### src/hw/rtl/assert_macros.svh
// Assertion helpers shared by the RTL files.
`ifndef ASSERT_MACROS_SVH
`define ASSERT_MACROS_SVH

// Property that must hold at every clock edge outside reset.
`define ASSERT_ALWAYS(label, clk, rst_n, prop) \
  label: assert property (@(posedge clk) disable iff (!rst_n) (prop)) \
    else $error("assertion failed");

// Implication that must hold at every clock edge outside reset.
`define ASSERT_IMPLIES(label, clk, rst_n, ante, cons) \
  label: assert property (@(posedge clk) disable iff (!rst_n) (ante) |-> (cons)) \
    else $error("assertion failed");

`endif

### src/hw/rtl/kfpv_pkg.sv
`default_nettype none
package kfpv_pkg;
  localparam int unsigned FracBits = 16;
  localparam int unsigned ValueWidth = 48;
  localparam int unsigned ProdWidth = 2 * ValueWidth;
  localparam int unsigned CfgIdxWidth = 3;
  localparam int unsigned CfgDataWidth = 32;
  localparam int unsigned DistWidth = 13;
  localparam int unsigned DriveWidth = 9;

  typedef logic signed [ValueWidth-1:0] value_t;

  typedef enum logic [CfgIdxWidth-1:0] {
    CfgTransPosVel = 3'd0,
    CfgTransVelVel = 3'd1,
    CfgInputGain   = 3'd2,
    CfgProcNoise   = 3'd3,
    CfgMeasNoise   = 3'd4
  } cfg_idx_e;

  localparam value_t ValMax = {1'b0, {(ValueWidth-1){1'b1}}};
  localparam value_t ValMin = {1'b1, {(ValueWidth-1){1'b0}}};

  // Saturating sum of two values.
  function automatic value_t sat_add(value_t a, value_t b);
    logic signed [ValueWidth:0] s;
    s = {a[ValueWidth-1], a} + {b[ValueWidth-1], b};
    if (s[ValueWidth] != s[ValueWidth-1]) begin
      sat_add = s[ValueWidth] ? ValMin : ValMax;
    end else begin
      sat_add = s[ValueWidth-1:0];
    end
  endfunction

  // Saturates a wide signed value down to the value width.
  function automatic value_t sat_wide(logic signed [ProdWidth:0] v);
    if (v > $signed({{(ProdWidth-ValueWidth+1){1'b0}}, ValMax})) begin
      sat_wide = ValMax;
    end else if (v < $signed({{(ProdWidth-ValueWidth+1){1'b1}}, ValMin})) begin
      sat_wide = ValMin;
    end else begin
      sat_wide = v[ValueWidth-1:0];
    end
  endfunction
endpackage
`default_nettype wire

### src/hw/rtl/kfpv_mul.sv
`default_nettype none
// Sequential signed multiplier: magnitude product of 24x24 partial products,
// one per cycle, optionally shifted, truncated toward zero and saturated.
module kfpv_mul import kfpv_pkg::*; (
  input  wire logic   clk_i,
  input  wire logic   rst_ni,
  input  wire logic   start_i,
  input  wire value_t a_i,
  input  wire value_t b_i,
  input  wire logic   shift_i,
  output      logic   done_o,
  output      value_t res_o
);
  localparam int unsigned HalfW = ValueWidth / 2;

  logic [ValueWidth-1:0] ma_q, mb_q;
  logic                  neg_q, sh_q, busy_q;
  logic [2:0]            step_q;
  logic [ProdWidth-1:0]  acc_q;
  logic [HalfW-1:0]      pa, pb;
  logic [ProdWidth-1:0]  part;
  logic [ProdWidth-1:0]  mag_sh;
  logic [ProdWidth:0]    res_w;

  // Pick the partial product operands for this step.
  always_comb begin
    pa = step_q[1] ? ma_q[ValueWidth-1:HalfW] : ma_q[HalfW-1:0];
    pb = step_q[0] ? mb_q[ValueWidth-1:HalfW] : mb_q[HalfW-1:0];
    part = ProdWidth'(pa * pb) << (HalfW * (32'(step_q[1]) + 32'(step_q[0])));
  end

  // Final shift, sign and saturation.
  always_comb begin
    mag_sh = sh_q ? (acc_q >> FracBits) : acc_q;
    res_w = neg_q ? -$signed({1'b0, mag_sh}) : $signed({1'b0, mag_sh});
    res_o = sat_wide(res_w);
  end

  always_ff @(posedge clk_i or negedge rst_ni) begin
    if (!rst_ni) begin
      busy_q <= 1'b0;
      step_q <= '0;
      done_o <= 1'b0;
    end else begin
      done_o <= 1'b0;
      if (start_i) begin
        busy_q <= 1'b1;
        step_q <= '0;
      end else if (busy_q) begin
        step_q <= step_q + 3'd1;
        if (step_q == 3'd3) begin
          busy_q <= 1'b0;
          done_o <= 1'b1;
        end
      end
    end
  end

  always_ff @(posedge clk_i) begin
    if (start_i) begin
      ma_q  <= a_i[ValueWidth-1] ? ValueWidth'(-a_i) : a_i;
      mb_q  <= b_i[ValueWidth-1] ? ValueWidth'(-b_i) : b_i;
      neg_q <= a_i[ValueWidth-1] ^ b_i[ValueWidth-1];
      sh_q  <= shift_i;
      acc_q <= '0;
    end else if (busy_q) begin
      acc_q <= acc_q + part;
    end
  end
endmodule
`default_nettype wire

### config.mk
export PLATFORM = sky130hd
export DESIGN_NAME = kfpv_mul
export DESIGN_NICKNAME = d
export VERILOG_FILES = /design/src/hw/rtl/assert_macros.svh /design/src/hw/rtl/kfpv_pkg.sv /design/src/hw/rtl/kfpv_mul.sv
export SDC_FILE = /design/constraint.sdc
export NUM_CORES = 2
export LEC_CHECK = 0
export ABC_AREA = 1
export BUFFER_PORTS_ARGS = -buffer_cell sky130_fd_sc_hd__buf_2
export CORE_ASPECT_RATIO = 0.75
export CORE_MARGIN = 2
export CORE_UTILIZATION = 50
export CTS_CLUSTER_SIZE = 14
export DETAILED_ROUTE_END_ITERATION = 6
export PLACE_DENSITY = 0.69
export SYNTH_ARGS = -nofsm -noshare
export SYNTH_HDL_FRONTEND = slang
export SYNTH_SLANG_ARGS = --single-unit
### constraint.sdc
create_clock -name clk_i -period 9 [get_ports clk_i]
set_input_delay 0.45 -clock clk_i [delete_from_list [all_inputs] [get_ports clk_i]]
set_output_delay 0.45 -clock clk_i [all_outputs]
set_load 0.005 [all_outputs]
---- Word-level counts from Yosys, hierarchy flattened ----
Index checks and enable logic that the tools add are counted.
word-level totals
  flip-flop bits (word level) ............. 199
  bits in latches ......................... 0
  memory bits (writable) .................. 0
  bits in read-only memories .............. 0
  bits of input ports ..................... 100
  output and inout bits ................... 49
  word-level logic and storage cells ...... 40
  memories kept ........................... 0
cells by class
  add/sub/neg operators ................... 6
  $mul .................................... 2
  div/mod/pow operators ................... 0
  magnitude comparators ................... 2
  equality and inequality tests ........... 1
  shifts and indexed selects .............. 1
  mux-type cells .......................... 16
  bitwise gates (word level) .............. 1
  reduce and logical (&&, ||, !) cells .... 1
operators with widths
  kind                                                             count
  greater-than comparator 97 x 48 -> 1 bit, second input constant  1
  less-than comparator 97 x 48 -> 1 bit, second input constant     1
  2-to-1 mux 97 bit                                                1
  negator 96 -> 97 bit                                             1
  adder 96 bit                                                     1
  2-to-1 mux 48 bit                                                2
  2-to-1 mux 96 bit                                                1
  negator 48 bit                                                   2
  left shift 48 x 7 -> 96 bit                                      1
  2-to-1 mux 47 bit                                                2
  multiplier 24 x 24 -> 48 bit                                     1
  2-to-1 mux 24 bit                                                2
  2-to-1 mux 1 bit                                                 6
  2-to-1 mux 3 bit                                                 2
  multiplier 2 x 2 -> 4 bit, first input constant                  1
  adder 3 x 1 -> 3 bit, second input constant                      1
  equality test 3 x 2 -> 1 bit, second input constant              1
  adder 1 x 1 -> 2 bit                                             1
  nonzero test 2 bit                                               1
  XOR 1 bit                                                        1

---- Longest topological paths before layout ----
  depth after elaboration ................. 6
  depth in mapped cells ................... 58
  gate-level depth less buffers ........... 55

---- Worst setup path after synthesis ----
OpenSTA, ideal clock, no wires.
  kind .................................... flip-flop to flip-flop
  from .................................... register step_q[1]
  to ...................................... register acc_q[77]
  library setup time ...................... 125 ps
  arrival ................................. 9183 ps
  data required time ...................... 8875 ps
  setup slack ............................. -308 ps
  cell stages (with the launch flop) ...... 51
  path buffers ............................ 3
  clock period less this slack ............ 9308 ps
  cells stage by stage .................... dfrtp_1 > clkbuf_1 > inv_1 > clkbuf_1 > or2_2 > o21ai_1 > clkbuf_1 > nor2_1 > fa_1 > inv_1 > fa_1 > inv_1 > fa_1 > inv_1 > fa_1 > inv_1 > fa_1 > fa_1 > (+15 left out) > nand2_1 > nand3_1 > o21ai_0 > ha_1 > a21oi_1 > nor2_1 > nor2_1 > o21ai_0 > a21oi_1 > a21boi_0 > o21ai_0 > a21oi_1 > inv_1 > nand2_1 > nand2_1 > or2_2 > nand3_1 > o21ai_0
on the way
  longest elaborated chain between the ends .. 4
  elaborated cells between the ends (all ways) .. 6
  classes of those cells .................. add/sub (2); mul (2); shift (1); mux (1)
ends and longest elaborated chain
  element                                                                           RTL line                        source
  start: declaration                                                                kfpv_mul.sv:18                  logic [2:0] step_q;
  start signal: assignment                                                          kfpv_mul.sv:50                  step_q <= step_q + 3'd1;
  2-to-1 mux 24 bit / adder 1 x 1 -> 2 bit (equally long branches)                  kfpv_mul.sv:27, kfpv_mul.sv:29
  multiplier 24 x 24 -> 48 bit / multiplier 2 x 2 -> 4 bit (equally long branches)  kfpv_mul.sv:29                  part = ProdWidth'(pa * pb) << (HalfW * (32'(step_q[1]) + 32'(step_q[0])));
  left shift 48 x 7 -> 96 bit *                                                     kfpv_mul.sv:29
  adder 96 bit *                                                                    kfpv_mul.sv:67                  acc_q <= acc_q + part;
  end signal: assignment                                                            kfpv_mul.sv:67
  end: declaration                                                                  kfpv_mul.sv:19                  logic [ProdWidth-1:0] acc_q;
Every way passes the cells marked *; elsewhere a longest branch is shown, timed or not.
A chain may end at the register's enable or synchronous reset.

---- Worst setup path after layout ----
  from .................................... register step_q[0]
  to ...................................... register acc_q[87]
on the way
  longest elaborated chain between the ends .. 4
  elaborated cells between the ends (all ways) .. 6
  classes of those cells .................. add/sub (2); mul (2); shift (1); mux (1)
ends and longest elaborated chain
  element                                                                           RTL line
  2-to-1 mux 24 bit / adder 1 x 1 -> 2 bit (equally long branches)                  kfpv_mul.sv:28, kfpv_mul.sv:29
  multiplier 24 x 24 -> 48 bit / multiplier 2 x 2 -> 4 bit (equally long branches)  kfpv_mul.sv:29
  left shift 48 x 7 -> 96 bit *                                                     kfpv_mul.sv:29
  adder 96 bit *                                                                    kfpv_mul.sv:67
Marks and branches as above.

==> results.md <==
* Slew HR at 0.1004
* Maximum clock path buffer count at 2
* Largest net degree at the start of global routing at 177
* Failing checks: DRC, setup timing
* Run status: finished with violations
* Fraction of registers with async set/reset at 0.02513
* Most frequent cells after synthesis: nand2_1, inv_1, nor2_1
* Die area at 91170 µm²
* CP Max Fanout at 10
* Worst-path clk slew at roughly 0.10 ns
* Post-Layout Cell Count at about 9300
* TNS Setup at -53.61 ns
* Setup ws final at -1.023 ns
* Crit-path max cell delay at 0.53 ns
* Final Hold Vio Count at 0
* Crit Path Class: flop to flop
* Routed len/inst at roughly 24 µm
* CTS root buf: clkbuf_16
* Grt ovf at 0
* Share of the synthesized area in the top cell type at 0.2179
* Crit share post-route at 1.114
* Post-Syn Instances at between 6000 and 7000
* Post-Place Cells at about 9100
* FMAX at ~100 MHz
* Synth-to-Final Area Change at 39.21%
* Setup Viol. Count Final at 82
* Cell family with most CP delay: adder cells
* Main area contributors after synthesis: fa_1, nand2_1, inv_1, nor2_1, ha_1
* Number of synthesized flops with an enable pin at 98
* Final min period at 10.02 ns
* First-pass GRT wire length at about 320 mm
* All-Layer GR Usage at 0.4760
* Worst slew pin tran at 1.348 ns
* Final worst clock skew at about 0.02 ns
* CP dominant cell by count: buf_4
* Core area at 87860 µm²
* CTS tree: built
* Top-count cell post-synth: nand2_1
* Mapped Nets at roughly 8000
* Fill count at just over 7000
* Flops & latches, synth at about 200
* Post-DP HPWL at between 150 and 200 mm
* Initial DRC Count at between 8000 and 9000
* # DRC at 13
* Detailed Routing Iterations Pass 1 at 7
* Via count at about 55000
* Syn Area/Cell at around 6.4 µm²
* Post-layout util at 0.7031
* Maxcap violations at 0
* CP max-delay cell: fa_1
* Worst path bufs/invs at 14
* Die Ht at around 260 µm
* CP arrival at 10.44 ns
* Mapped Area at between 40000 and 50000 µm²
* Via density at around 5.9
* Post-Route WL at roughly 230 mm
* Max H-tree Level at 4
* Register area at 4990 µm²
* PortBufs at 148
* Post-Route Hold Slack at between 0.07 and 0.08 ns
* Max-slew violation count at 0
* Clock sink total at between 150 and 200
* Yosys Warn Count at 0
* Most used DFF post-synth: edfxtp_1
* RSZ-0062 raised after global routing: yes
* Clk Latency, worst-skew pair at ~0.55 ns
* Sequential area share after synthesis at 0.1124
* Final net count at between 9000 and 10000
* IO Pins at approximately 150
* Nature of the critical path startpoint: flop
* Share of cells above drive strength 1 at 0.3076
* Initial antenna violation count at 3
* Element type at the critical path end: flop
* Gp weighted congestion at approximately 1.2
* Cell variety after synth at 55
* Post-route ant nets at 0
* Multi-input gate area in the final layout at slightly below 40000 µm²
* Worst min path class: input pin to flop
* Num CTS Buffers at 17
* Initial Utilization at 0.5051
* Synth area leader: fa_1
* Rows at 94
* Die width at about 350 µm
* WP data required at between 9 and 10 ns
* Vias in the first global route at roughly 50000
[cell type report]
type	count	share of cell area
antenna	6	0.0002431
inverter	1214	0.07490
clock inverter	14	0.002674
tap	1152	0.02333
sequential	199	0.08078
timing repair buffer	1398	0.1866
clock buffer	18	0.007109
multi-input combinational	5333	0.6244
[stage by stage]
| step | setup WS, ns | instance area [µm²] |
|---|---|---|
| after floorplan | -0.003288 | 44440 |
| after global placement | -1.999 | 54160 |
| after detailed placement | -2.136 | 54160 |
| after CTS | -0.7256 | 57670 |
| after global routing | -1.192 | 61760 |
| final | -1.023 | 61770 |
[path summary, 6_finish.rpt]
check | from | cells past startpoint | end | slack [ns]
min | shift_i | 1 | sh_q | 0.08
max reg2reg | step_q[0] | 46 | acc_q[87] | -1.02
min in group asynchronous | rst_ni | 2 | done_o | 0.28
min reg2reg | acc_q[10] | 2 | acc_q[10] | 0.53
max in group asynchronous | rst_ni | 2 | busy_q | 8.51
max | step_q[0] | 46 | acc_q[87] | -1.02
[per-layer routing]
layer	track usage	vias to the layer above	routed length, µm
li1	-	24153	-
met1	0.6874	26275	93040
met2	0.6040	4210	84020
met3	0.2629	557	44540
met4	0.1022	14	6487
met5	0.02653	-	565
[cells in the final DEF (no fill, tap or decap), types with 143 or more instances in the layout]
cell and n:
a21oi_1 169, buf_2 147, buf_4 1067, fa_1 462, ha_1 197, inv_1 1038, inv_2 143, nand2_1 1657
nand3_1 298, nor2_1 872, o21ai_0 236
[kinds of logic (layout without fill, tap and decap cells)]
logic type | Yosys count | in the layout | synth area share
AO/OA/AOI/OAI | 964 | 964 | 0.1171
XOR/XNOR | 146 | 146 | 0.02899
adder cells (fa/ha/maj) | 759 | 759 | 0.2957
buffers and inverters | 1433 | 2644 | 0.1270
flip-flops | 199 | 199 | 0.1124
multiplexers | 4 | 4 | 0.0009023
other | 0 | 6 | 0
AND/OR/NAND/NOR | 3460 | 3460 | 0.3178
[state kept, by name (all words and copies together) (netlist names)]
signal and count:
done_o 1, neg_q 1, busy_q 1, sh_q 1, step_q 3, acc_q 96
mb_q 48, ma_q 48
[what timing repair did]
action,in CTS,in global routing
gates resized for setup,647,841
setup endpoints to repair,81,86
endpoints found under the hold margin,5,0
cloned,3,6
pin swaps,176,320
buffers inserted,69,103
hold buffers,1,0
Power is left out: the tool's default activity adds up to more than one toggle a clock period on the data nets, which glitch-free logic cannot reach.
