--- src/hw/rtl/assert_macros.svh ---
// Assertion helpers shared by the RTL files.
`ifndef ASSERT_MACROS_SVH
`define ASSERT_MACROS_SVH

// Property that must hold at every clock edge outside reset.
`define ASSERT_ALWAYS(label, clk, rst_n, prop) \
  label: assert property (@(posedge clk) disable iff (!rst_n) (prop)) \
    else $error("assertion failed");

// Implication that must hold at every clock edge outside reset.
`define ASSERT_IMPLIES(label, clk, rst_n, ante, cons) \
  label: assert property (@(posedge clk) disable iff (!rst_n) (ante) |-> (cons)) \
    else $error("assertion failed");

`endif

--- src/hw/rtl/kfpv_pkg.sv ---
`default_nettype none
package kfpv_pkg;
  localparam int unsigned FracBits = 16;
  localparam int unsigned ValueWidth = 48;
  localparam int unsigned ProdWidth = 2 * ValueWidth;
  localparam int unsigned CfgIdxWidth = 3;
  localparam int unsigned CfgDataWidth = 32;
  localparam int unsigned DistWidth = 13;
  localparam int unsigned DriveWidth = 9;

  typedef logic signed [ValueWidth-1:0] value_t;

  typedef enum logic [CfgIdxWidth-1:0] {
    CfgTransPosVel = 3'd0,
    CfgTransVelVel = 3'd1,
    CfgInputGain   = 3'd2,
    CfgProcNoise   = 3'd3,
    CfgMeasNoise   = 3'd4
  } cfg_idx_e;

  localparam value_t ValMax = {1'b0, {(ValueWidth-1){1'b1}}};
  localparam value_t ValMin = {1'b1, {(ValueWidth-1){1'b0}}};

  // Saturating sum of two values.
  function automatic value_t sat_add(value_t a, value_t b);
    logic signed [ValueWidth:0] s;
    s = {a[ValueWidth-1], a} + {b[ValueWidth-1], b};
    if (s[ValueWidth] != s[ValueWidth-1]) begin
      sat_add = s[ValueWidth] ? ValMin : ValMax;
    end else begin
      sat_add = s[ValueWidth-1:0];
    end
  endfunction

  // Saturates a wide signed value down to the value width.
  function automatic value_t sat_wide(logic signed [ProdWidth:0] v);
    if (v > $signed({{(ProdWidth-ValueWidth+1){1'b0}}, ValMax})) begin
      sat_wide = ValMax;
    end else if (v < $signed({{(ProdWidth-ValueWidth+1){1'b1}}, ValMin})) begin
      sat_wide = ValMin;
    end else begin
      sat_wide = v[ValueWidth-1:0];
    end
  endfunction
endpackage
`default_nettype wire

--- src/hw/rtl/kfpv_div.sv ---
`default_nettype none
// Restoring divider: one quotient bit per cycle over the numerator magnitude
// shifted up by the fraction bits, then signed and saturated.
module kfpv_div import kfpv_pkg::*; (
  input  wire logic   clk_i,
  input  wire logic   rst_ni,
  input  wire logic   start_i,
  input  wire value_t num_i,
  input  wire value_t den_i,
  output      logic   done_o,
  output      value_t res_o
);
  localparam int unsigned NumW = ValueWidth + FracBits;
  localparam int unsigned CntW = $clog2(NumW + 1);

  logic [NumW-1:0]     n_q, q_q;
  logic [ValueWidth:0] rem_q, d_q;
  logic                neg_q, busy_q;
  logic [CntW-1:0]     cnt_q;
  logic [ValueWidth:0] trial;
  logic [ProdWidth:0]  res_w;

  assign trial = {rem_q[ValueWidth-1:0], n_q[NumW-1]};

  always_comb begin
    res_w = neg_q ? -$signed((ProdWidth+1)'(q_q)) : $signed((ProdWidth+1)'(q_q));
    res_o = sat_wide(res_w);
  end

  always_ff @(posedge clk_i or negedge rst_ni) begin
    if (!rst_ni) begin
      busy_q <= 1'b0;
      cnt_q  <= '0;
      done_o <= 1'b0;
    end else begin
      done_o <= 1'b0;
      if (start_i) begin
        busy_q <= 1'b1;
        cnt_q  <= CntW'(NumW);
      end else if (busy_q) begin
        cnt_q <= cnt_q - 1'b1;
        if (cnt_q == CntW'(1)) begin
          busy_q <= 1'b0;
          done_o <= 1'b1;
        end
      end
    end
  end

  always_ff @(posedge clk_i) begin
    if (start_i) begin
      n_q   <= {(num_i[ValueWidth-1] ? ValueWidth'(-num_i) : num_i), {FracBits{1'b0}}};
      d_q   <= {1'b0, (den_i[ValueWidth-1] ? ValueWidth'(-den_i) : den_i)};
      neg_q <= num_i[ValueWidth-1] ^ den_i[ValueWidth-1];
      rem_q <= '0;
      q_q   <= '0;
    end else if (busy_q) begin
      n_q <= n_q << 1;
      if (trial >= d_q) begin
        rem_q <= trial - d_q;
        q_q   <= {q_q[NumW-2:0], 1'b1};
      end else begin
        rem_q <= trial;
        q_q   <= {q_q[NumW-2:0], 1'b0};
      end
    end
  end
endmodule
`default_nettype wire

--- config.mk ---
export PLATFORM = sky130hd
export DESIGN_NAME = kfpv_div
export DESIGN_NICKNAME = d
export VERILOG_FILES = /design/src/hw/rtl/assert_macros.svh /design/src/hw/rtl/kfpv_pkg.sv /design/src/hw/rtl/kfpv_div.sv
export SDC_FILE = /design/constraint.sdc
export NUM_CORES = 1
export LEC_CHECK = 0
export ABC_CLOCK_PERIOD_IN_PS = 4300
export BUFFER_PORTS_ARGS = -buffer_cell sky130_fd_sc_hd__buf_2
export CAP_MARGIN = 20
export CELL_PAD_IN_SITES_DETAIL_PLACEMENT = 0
export CELL_PAD_IN_SITES_GLOBAL_PLACEMENT = 1
export CORE_MARGIN = 5
export CORE_UTILIZATION = 44
export DETAILED_ROUTE_END_ITERATION = 10
export GPL_TIMING_DRIVEN = 0
export PLACE_DENSITY = 0.85
export SLEW_MARGIN = 20
export SYNTH_ARGS = -nofsm -noshare
export SYNTH_HDL_FRONTEND = slang
export SYNTH_SLANG_ARGS = --single-unit
--- constraint.sdc ---
create_clock -name clk_i -period 4.3 [get_ports clk_i]
set_clock_uncertainty 0.2 [all_clocks]
set_input_delay 0.215 -clock clk_i [delete_from_list [all_inputs] [get_ports clk_i]]
set_output_delay 0.215 -clock clk_i [all_outputs]
set_load 0.02 [all_outputs]
; Yosys cells after proc, flatten, opt, wreduce, memory -nomap -nowiden
; Index checks and enable logic that the tools add are counted.
[totals]
register_bits = 218
input_bits = 99
out_inout_bits = 49
elab_cells = 37
[classes]
addsub = 5
n_mux = 17
magnitude_cmp = 3
eq_ne = 1
n_bitwise = 1
reduce_logical = 1
[ops]
columns = cell, count
row1 = $mux 48, 4
row2 = $mux 64, 2
row3 = $gt 97x48->1 const B, 1
row4 = $lt 97x48->1 const B, 1
row5 = $mux 97, 1
row6 = $neg 64->97, 1
row7 = $neg 48->48, 2
row8 = $ge 49x48->1, 1
row9 = $sub 48x48->48, 1
row10 = $mux 47, 1
row11 = $mux 7, 2
row12 = $eq 7x1->1 const B, 1
row13 = $mux 1, 7
row14 = $sub 7x1->7 const B, 1
row15 = $reduce_bool 2->1, 1
row16 = $xor 1x1->1, 1

; Logic depth before layout (Yosys ltp)
; Gate-level depths: netlist (run 1).
[logic_depth]
depth_word = 5
mapped_depth = 14
mapped_depth_nobuf = 12

; Least setup slack after synthesis (run 1)
; OpenSTA, ideal clock, no wires.
[synth_timing]
kind = reg2out
start = reg q_q[6]
end = out res_o[37]
path_slack_ps = 4
arrival_ps = 3881
n_path_buf = 3
required_time_ps = 3885
stages_incl_launch_ff = 13
cell_sequence = dfxtp_1 clkbuf_1 or4_1 nor4b_1 nand3_1 o41ai_1 xor2_1 nor4_1 nand4_1 and2_1 clkbuf_1 clkbuf_1 o31ai_1
[synth_via]
elab_chain_len = 5
elab_cells_between_ends = 6
cone_classes = add/sub: 1 / order compare: 2 / mux: 3
[synth_rtl]
columns = item, line_no
row1 = start: declaration, kfpv_div.sv:16  ; logic [NumW-1:0] n_q, q_q;
row2 = start signal: assignment, kfpv_div.sv:61  ; q_q <= {q_q[NumW-2:0], 1'b1};
row3 = start signal: assignment, kfpv_div.sv:64  ; q_q <= {q_q[NumW-2:0], 1'b0};
row4 = $neg 64->97, kfpv_div.sv:26  ; res_w = neg_q ? -$signed((ProdWidth+1)'(q_q)) : $signed((ProdWidth+1)'(q_q));
row5 = $mux 97 (*), kfpv_div.sv:26
row6 = $lt 97x48->1, kfpv_pkg.sv:39  ; end else if (v < $signed({{(ProdWidth-ValueWidth+1){1'b1}}, ValMin})) begin
row7 = $mux 48, kfpv_pkg.sv:39
row8 = $mux 48 (*), kfpv_pkg.sv:37  ; if (v > $signed({{(ProdWidth-ValueWidth+1){1'b0}}, ValMax})) begin
row9 = end: declaration, kfpv_div.sv:11  ; output value_t res_o
; Mark *: on every way between the ends. The rest lies on a longest branch, timed or not.

; Worst setup path in the final report (run 1)
[layout_timing]
start = reg q_q[6]
end = out res_o[28]
; The elaborated chain is that of the path after synthesis.

==> impl_metrics.ini, run 1 <==
[run_status]
status = complete, but fails checks
violations = negative setup slack

[synth]
avgSynthCellArea_um2 = 8.51
netlist.area_leader.share_pct = 19.1
ys_warn_count = 0
synth_common_cells = nor2_1 (215), nand2_1 (152), dfxtp_1 (112)
synth_top_area_cell = edfxtp_1
synthesis.nets = 1947
yosys-top-cells-area = edfxtp_1 (19%), dfxtp_1 (15%), xor2_1 (6.3%)
synthFlopType = dfxtp_1
synth-seq-cells = 218
yosysMostFrequentCell = nor2_1
synth_async_sr_flop_share_pct = 4.13
synth_edf_count = 97
synthCells = 1794
ys_types = 72
synth_area_mm2 = 0.0153
yosysSeqAreaShare_pct = 35.2

[worst_setup_path]
critPathMaxStageDelay_ns = 0.58
crit_chain = or4_4 -> or4b_4 -> or4_4 -> o31ai_4 -> xor2_1 -> nand4_1 -> nor4_2 -> a41o_2 -> buf_12 -> buf_6 -> o31ai_2 -> buf_2
crit_family = simple AND/OR/NAND/NOR gates
start_kind = flip-flop
cp_slowest_cell = or4b_4
crit_arrival_ns = 4.19
worstPathMaxFanout = 8
critPathCaptureType = output port
cp_common_cell = or4_4
path_buf_inv = 3
critPathKind = reg -> out
required_ns = 3.88

[timing]
min_period_over_period_pct = 107
setup_slack_ns = -0.303
worst_pin_slew_ns = 0.829
max_freq_mhz = 217
relSlewSlack_pct = 44.7
report.final.slew_viol_count = 0
final_hold_viol_count = 0
period_needed_ns = 4.60
rsz0062_at_grt = true
setup_viol = 47

[cts]
path_clk_slew_ns = 0.07
root_buffer = clkbuf_16
cts-htree-levels = 1
cts_buffer_depth = 3
clock-sinks = 218
clk_latency_ns = 0.53
cts_buffers = 25
cts_tree = built

[global_route]
grt_pass1_wl_um = 74800
grt_overflow = 0
antenna_found_initial = 0
grt_pass1_vias = 14400
use_met2_pct = 39.8
grtUsageTotal_pct = 23.3
grt_max_degree = 51
busiest_layer = met2
met1_usage_pct = 31.3
met3_usage_pct = 2.52

[floorplanning]
die_x_um = 196
core_mm2 = 0.0344
dieArea_mm2 = 0.0385
num_rows = 68
dieHeight_um = 196
initial_core_util_pct = 44.4
ios = 148

[power]
power_density_mw_per_mm2 = 621
peakVddDrop_uv = 710
p_total_mw = 12.3
leakage_nw = 8.46

[hold_path]
hold_class = in -> reg

[placement]
gp_congestion = 0.936
dpl.hpwl_um = 32600
numPortBuffers = 146
post-place-ws_ns = -0.910

[detailed_routing]
drt_pass1_iterations = 5
drtIter0Drc = 1245
wl_per_cell_um = 18.1
vias_per_cell = 5.75
drc = 0
vias = 14800
wirelength_um = 46600
ant_nets = 0

[run]
cap_viol_max_count = 0

[layout]
area_growth_pct = 29.9
layout.nets = 2255
antennaDiodeCount = 0
drive_above_1_share_pct = 17.4
-- metrics by stage --
step | cells | instance area, um2 | TNS, ns | hold slack (ns) | util (%)
finish | 2575 | 19800 | -12.83 | 0.0265 | 57.7
global route | 2575 | 19800 | -17.10 | 0.0345 | 57.7
CTS | 2575 | 19600 | -10.42 | 0.00209 | 57.1
detailed placement | 2396 | 16600 | -53.86 | -0.124 | 48.2
global placement | 2395 | 16600 | -48.46 | -0.123 | 48.2
floorplan | 1794 | 15300 | 0 | -0.281 | -
-- logic make-up after synthesis --
kind of cell	share of synthesized area, %
AOI/OAI and AO/OA	20.8
adders and majority gates	4.48
muxes	5.24
xor gates and xnor gates	10.6
and+or+nand+nor	18.6
DFF	35.2
buffers and inverters	4.98
-- power by group --
part,switching [mW],internal (mW),leakage (nW)
sequential,0.270,2.53,1.99
clock,0.876,1.15,0.368
combinational,4.29,3.19,6.10
total,5.43,6.88,8.46
-- cell type report --
type | count | area [um2]
multi-input combinational | 1375 | 9850
clock inverter | 10 | 66.3
clock buffer | 35 | 707
sequential | 218 | 5390
buffer | 111 | 593
fill | 3033 | 14500
tap | 455 | 569
inverter | 80 | 300
timing repair buffer | 291 | 2350
-- worst reg2reg max path: stages (launching register included) --
cell      delay (ns)
edfxtp_1        0.32
inv_1           0.06
ha_1            0.48
nor3_1          0.11
o311a_1         0.32
or3_1           0.45
or3_1           0.46
o221ai_1        0.45
a31oi_1         0.31
nor3_1          0.22
mux2_2          0.37
a211oi_1        0.21
-- placed cells by master, fill, tap and decap left out, types with 40 or more instances in the layout --
| master | n |
|---|---|
| buf_4 | 40 |
| edfxtp_1 | 97 |
| nor2_1 | 214 |
| clkbuf_1 | 87 |
| nand2_1 | 151 |
| buf_2 | 114 |
| xnor2_1 | 75 |
| o21ai_0 | 76 |
| a21oi_1 | 107 |
| inv_1 | 79 |
| dlygate4sd3_1 | 109 |
| xor2_1 | 110 |
| mux2i_1 | 72 |
| o31ai_1 | 51 |
| ha_1 | 53 |
| dfxtp_1 | 105 |
-- path summary, 6_finish.rpt --
kind / startpoint / endpoint / slack (ns) / cells after the start
setup / recovery: q_q[6] / res_o[28] / -0.30 / 12
hold / removal: den_i[47] / d_q[45] / 0.03 / 3
setup reg to reg: d_q[15] / rem_q[45] / 0.25 / 11
hold reg to reg: rem_q[37] / rem_q[38] / 0.30 / 2
max in group asynchronous: rst_ni / busy_q / 3.04 / 3
min in group asynchronous: rst_ni / cnt_q[3] / 0.56 / 3
-- state kept, by name (all words and copies together) (netlist names) --
signal / flops
neg_q: 1
done_o: 1
rem_q: 48
n_q: 48
d_q: 48
cnt_q: 7
q_q: 64
busy_q: 1
-- per-layer routing --
metal	vias to the layer above	part of all wire (%)
met5	-	0
met4	0	2.5
met3	96	5.2
met2	462	48
met1	7071	44
li1	7176	-
-- repair_timing --
| item | in CTS | in global routing |
|---|---|---|
| buffers inserted | 25 | 5 |
| cloned | 6 | 0 |
| hold buffers | 109 | 0 |
| setup endpoints to repair | 94 | 99 |
| pin swaps | 28 | 4 |
| hold endpoints to repair | 103 | 0 |
| gates resized for setup | 209 | 51 |
(Power assumes the default switching activity.)
==> inputs of run 2 (changes only) <==
--- a/config.mk
+++ b/config.mk
@@ -17,2 +17,3 @@
 export PLACE_DENSITY = 0.85
+export SETUP_SLACK_MARGIN = 0.15
 export SLEW_MARGIN = 20
==> constraint.sdc (replaced) <==
create_clock -name clk_i -period 4.3 [get_ports clk_i]
set_clock_uncertainty 0.2 [all_clocks]
set_input_delay 0.43 -clock clk_i [delete_from_list [all_inputs] [get_ports clk_i]]
set_output_delay 0.43 -clock clk_i [all_outputs]
set_load 0.02 [all_outputs]
==> impl_metrics.ini, run 2 (same netlist as run 1, synthesis figures left out) <==
[power]
p_total_mw = 12.9
power_density_mw_per_mm2 = 672
leakage_nw = 8.18
peakVddDrop_uv = 768

[placement]
gp_congestion = 0.900
dp.cells = 2396
numPortBuffers = 146
dpl.hpwl_um = 33400

[timing]
max_freq_mhz = 203
hold_ws_ns = -0.00472
period_needed_ns = 4.92
relSlewSlack_pct = 41.3
worst_pin_slew_ns = 0.881
report.final.slew_viol_count = 0
setup_slack_ns = -0.619
final.setup.tns_ns = -26.53
rsz0062_at_grt = true
min_period_over_period_pct = 114
setup_viol = 47
final_hold_viol_count = 1

[global_route]
grt_max_degree = 51
grt_pass1_vias = 14000
grt_pass1_wl_um = 72800
grtUsageTotal_pct = 22.7
antenna_found_initial = 0
grt_overflow = 0

[layout]
utilization_pct = 55.9
layout.nets = 2157
top_register = q_q
antennaDiodeCount = 0
area_growth_pct = 25.8
drive_above_1_share_pct = 18.6
stdcell_count = 2478
largest_reg_flops = 64
final_common_cell = nor2_1
layout_common_cells = nor2_1 (214), nand2_1 (151), xor2_1 (109)

[worst_setup_path]
critPathCaptureType = output port
r2r_end = rem_q[44]
crit_family = simple AND/OR/NAND/NOR gates
start_kind = flip-flop
worstPathMaxFanout = 7
r2r_slack_ns = 0.35
cp_slowest_cell = or4_4
reg2reg_depth = 13
crit_chain = buf_8 -> or4_4 -> or4b_4 -> or4_4 -> o31ai_4 -> xor2_2 -> nand4_1 -> nor4_2 -> a41o_1 -> buf_6 -> buf_6 -> buf_12 -> o31ai_2 -> buf_4
rr_startpoint = d_q[18]
crit_arrival_ns = 4.29
required_ns = 3.67
critPathMaxStageDelay_ns = 0.58
path_buf_inv = 5
critPathKind = reg -> out

[detailed_routing]
vias = 14300
vias_per_cell = 5.77
drt_pass1_iterations = 5
drc = 0
ant_nets = 0
wl_per_cell_um = 18.3
drtIter0Drc = 1078
wirelength_um = 45300

[cts]
cts-htree-levels = 1
cts_tree = built
cts_buffer_depth = 3
clock-sinks = 218
root_buffer = clkbuf_16
cts_buffers = 26
clk_latency_ns = 0.54
path_clk_slew_ns = 0.06

[hold_path]
holdPathEnd = d_q[3]
worstHoldStart = den_i[3]
hold_class = in -> reg
holdPathStages = 2

[run_status]
status = complete, but fails checks
violations = negative hold slack, negative setup slack

[run]
cap_viol_max_count = 0

[floorplanning]
initial_core_util_pct = 44.4
die_x_um = 196
num_rows = 68
dieArea_mm2 = 0.0385
dieHeight_um = 196
ios = 148
core_mm2 = 0.0344
run 2: changes by cell type in the layout (fill, tap and decap cells not counted), sizes merged:
cell / before / now
clkinv: 5 / 3
clkinvlp: 5 / 0
bufinv: 0 / 3
clkbuf: 133 / 141
dlygate4sd3: 109 / 8
run 2: worst max-delay path by stage:
stage / from / to / cells after the start
5_1_grt: q_q[7] / res_o[37] / 14
3_3_place_gp: d_q[18] / rem_q[46] / 14
2_1_floorplan: den_i[9] / d_q[41] / 9
6_report: q_q[7] / res_o[37] / 14
4_1_cts: q_q[7] / res_o[37] / 14
3_5_place_dp: d_q[18] / rem_q[46] / 14
run 2: what timing repair did:
| item | 4_1_cts | 5_1_grt |
|---|---|---|
| buffers inserted | 16 | 7 |
| gates resized for setup | 129 | 64 |
| hold buffers | 7 | 1 |
| endpoints found under the setup margin | 99 | 95 |
| endpoints found under the hold margin | 16 | 1 |
| pin swaps | 20 | 21 |
| gates cloned | 4 | 1 |
run 2: final cells by class:
cell class              count  area (um2)
clock inverters             6         104
multi-input cells        1375       10000
well taps                 455         569
fillers                  3135       15200
plain buffers             120         667
inverters                  80         300
clock buffers              41         769
flip-flops and latches    218        5390
repair buffers            183        1370
run 2: worst register-to-register path: cells and delay by family, from the launching register on:
family | cells | cell delay [ns]
flip-flops | 1 | 0.32
AND/OR/NAND/NOR | 6 | 1.78
buffers and inverters | 3 | 0.49
AO/OA/AOI/OAI | 3 | 0.78
adder cells (fa/ha/maj) | 1 | 0.26
run 2: routing by layer:
layer	wire, um	global-route usage (%)	vias up
met2	22000	39.3	400
met5	0	0	-
met3	2400	2.76	77
met1	19700	30.0	6856
met4	1170	5.92	0
li1	-	-	6966
run 2: stage by stage:
step / setup WS [ns] / hold slack [ns] / instance area [um2]
after global routing: -0.731 / 0.000669 / 19200
after global placement: -0.890 / 0.0922 / 17200
after floorplan: -0.108 / -0.0656 / 15900
final: -0.619 / -0.00472 / 19200
after CTS: -0.659 / 0.000199 / 18900
after detailed placement: -0.863 / 0.0913 / 17300
run 2: where the power goes:
part / total [mW] / internal, mW / switching, mW / leakage (nW)
registers: 2.79 / 2.54 / 0.255 / 1.99
clock network: 2.25 / 1.40 / 0.853 / 0.424
logic: 7.87 / 3.41 / 4.46 / 5.76
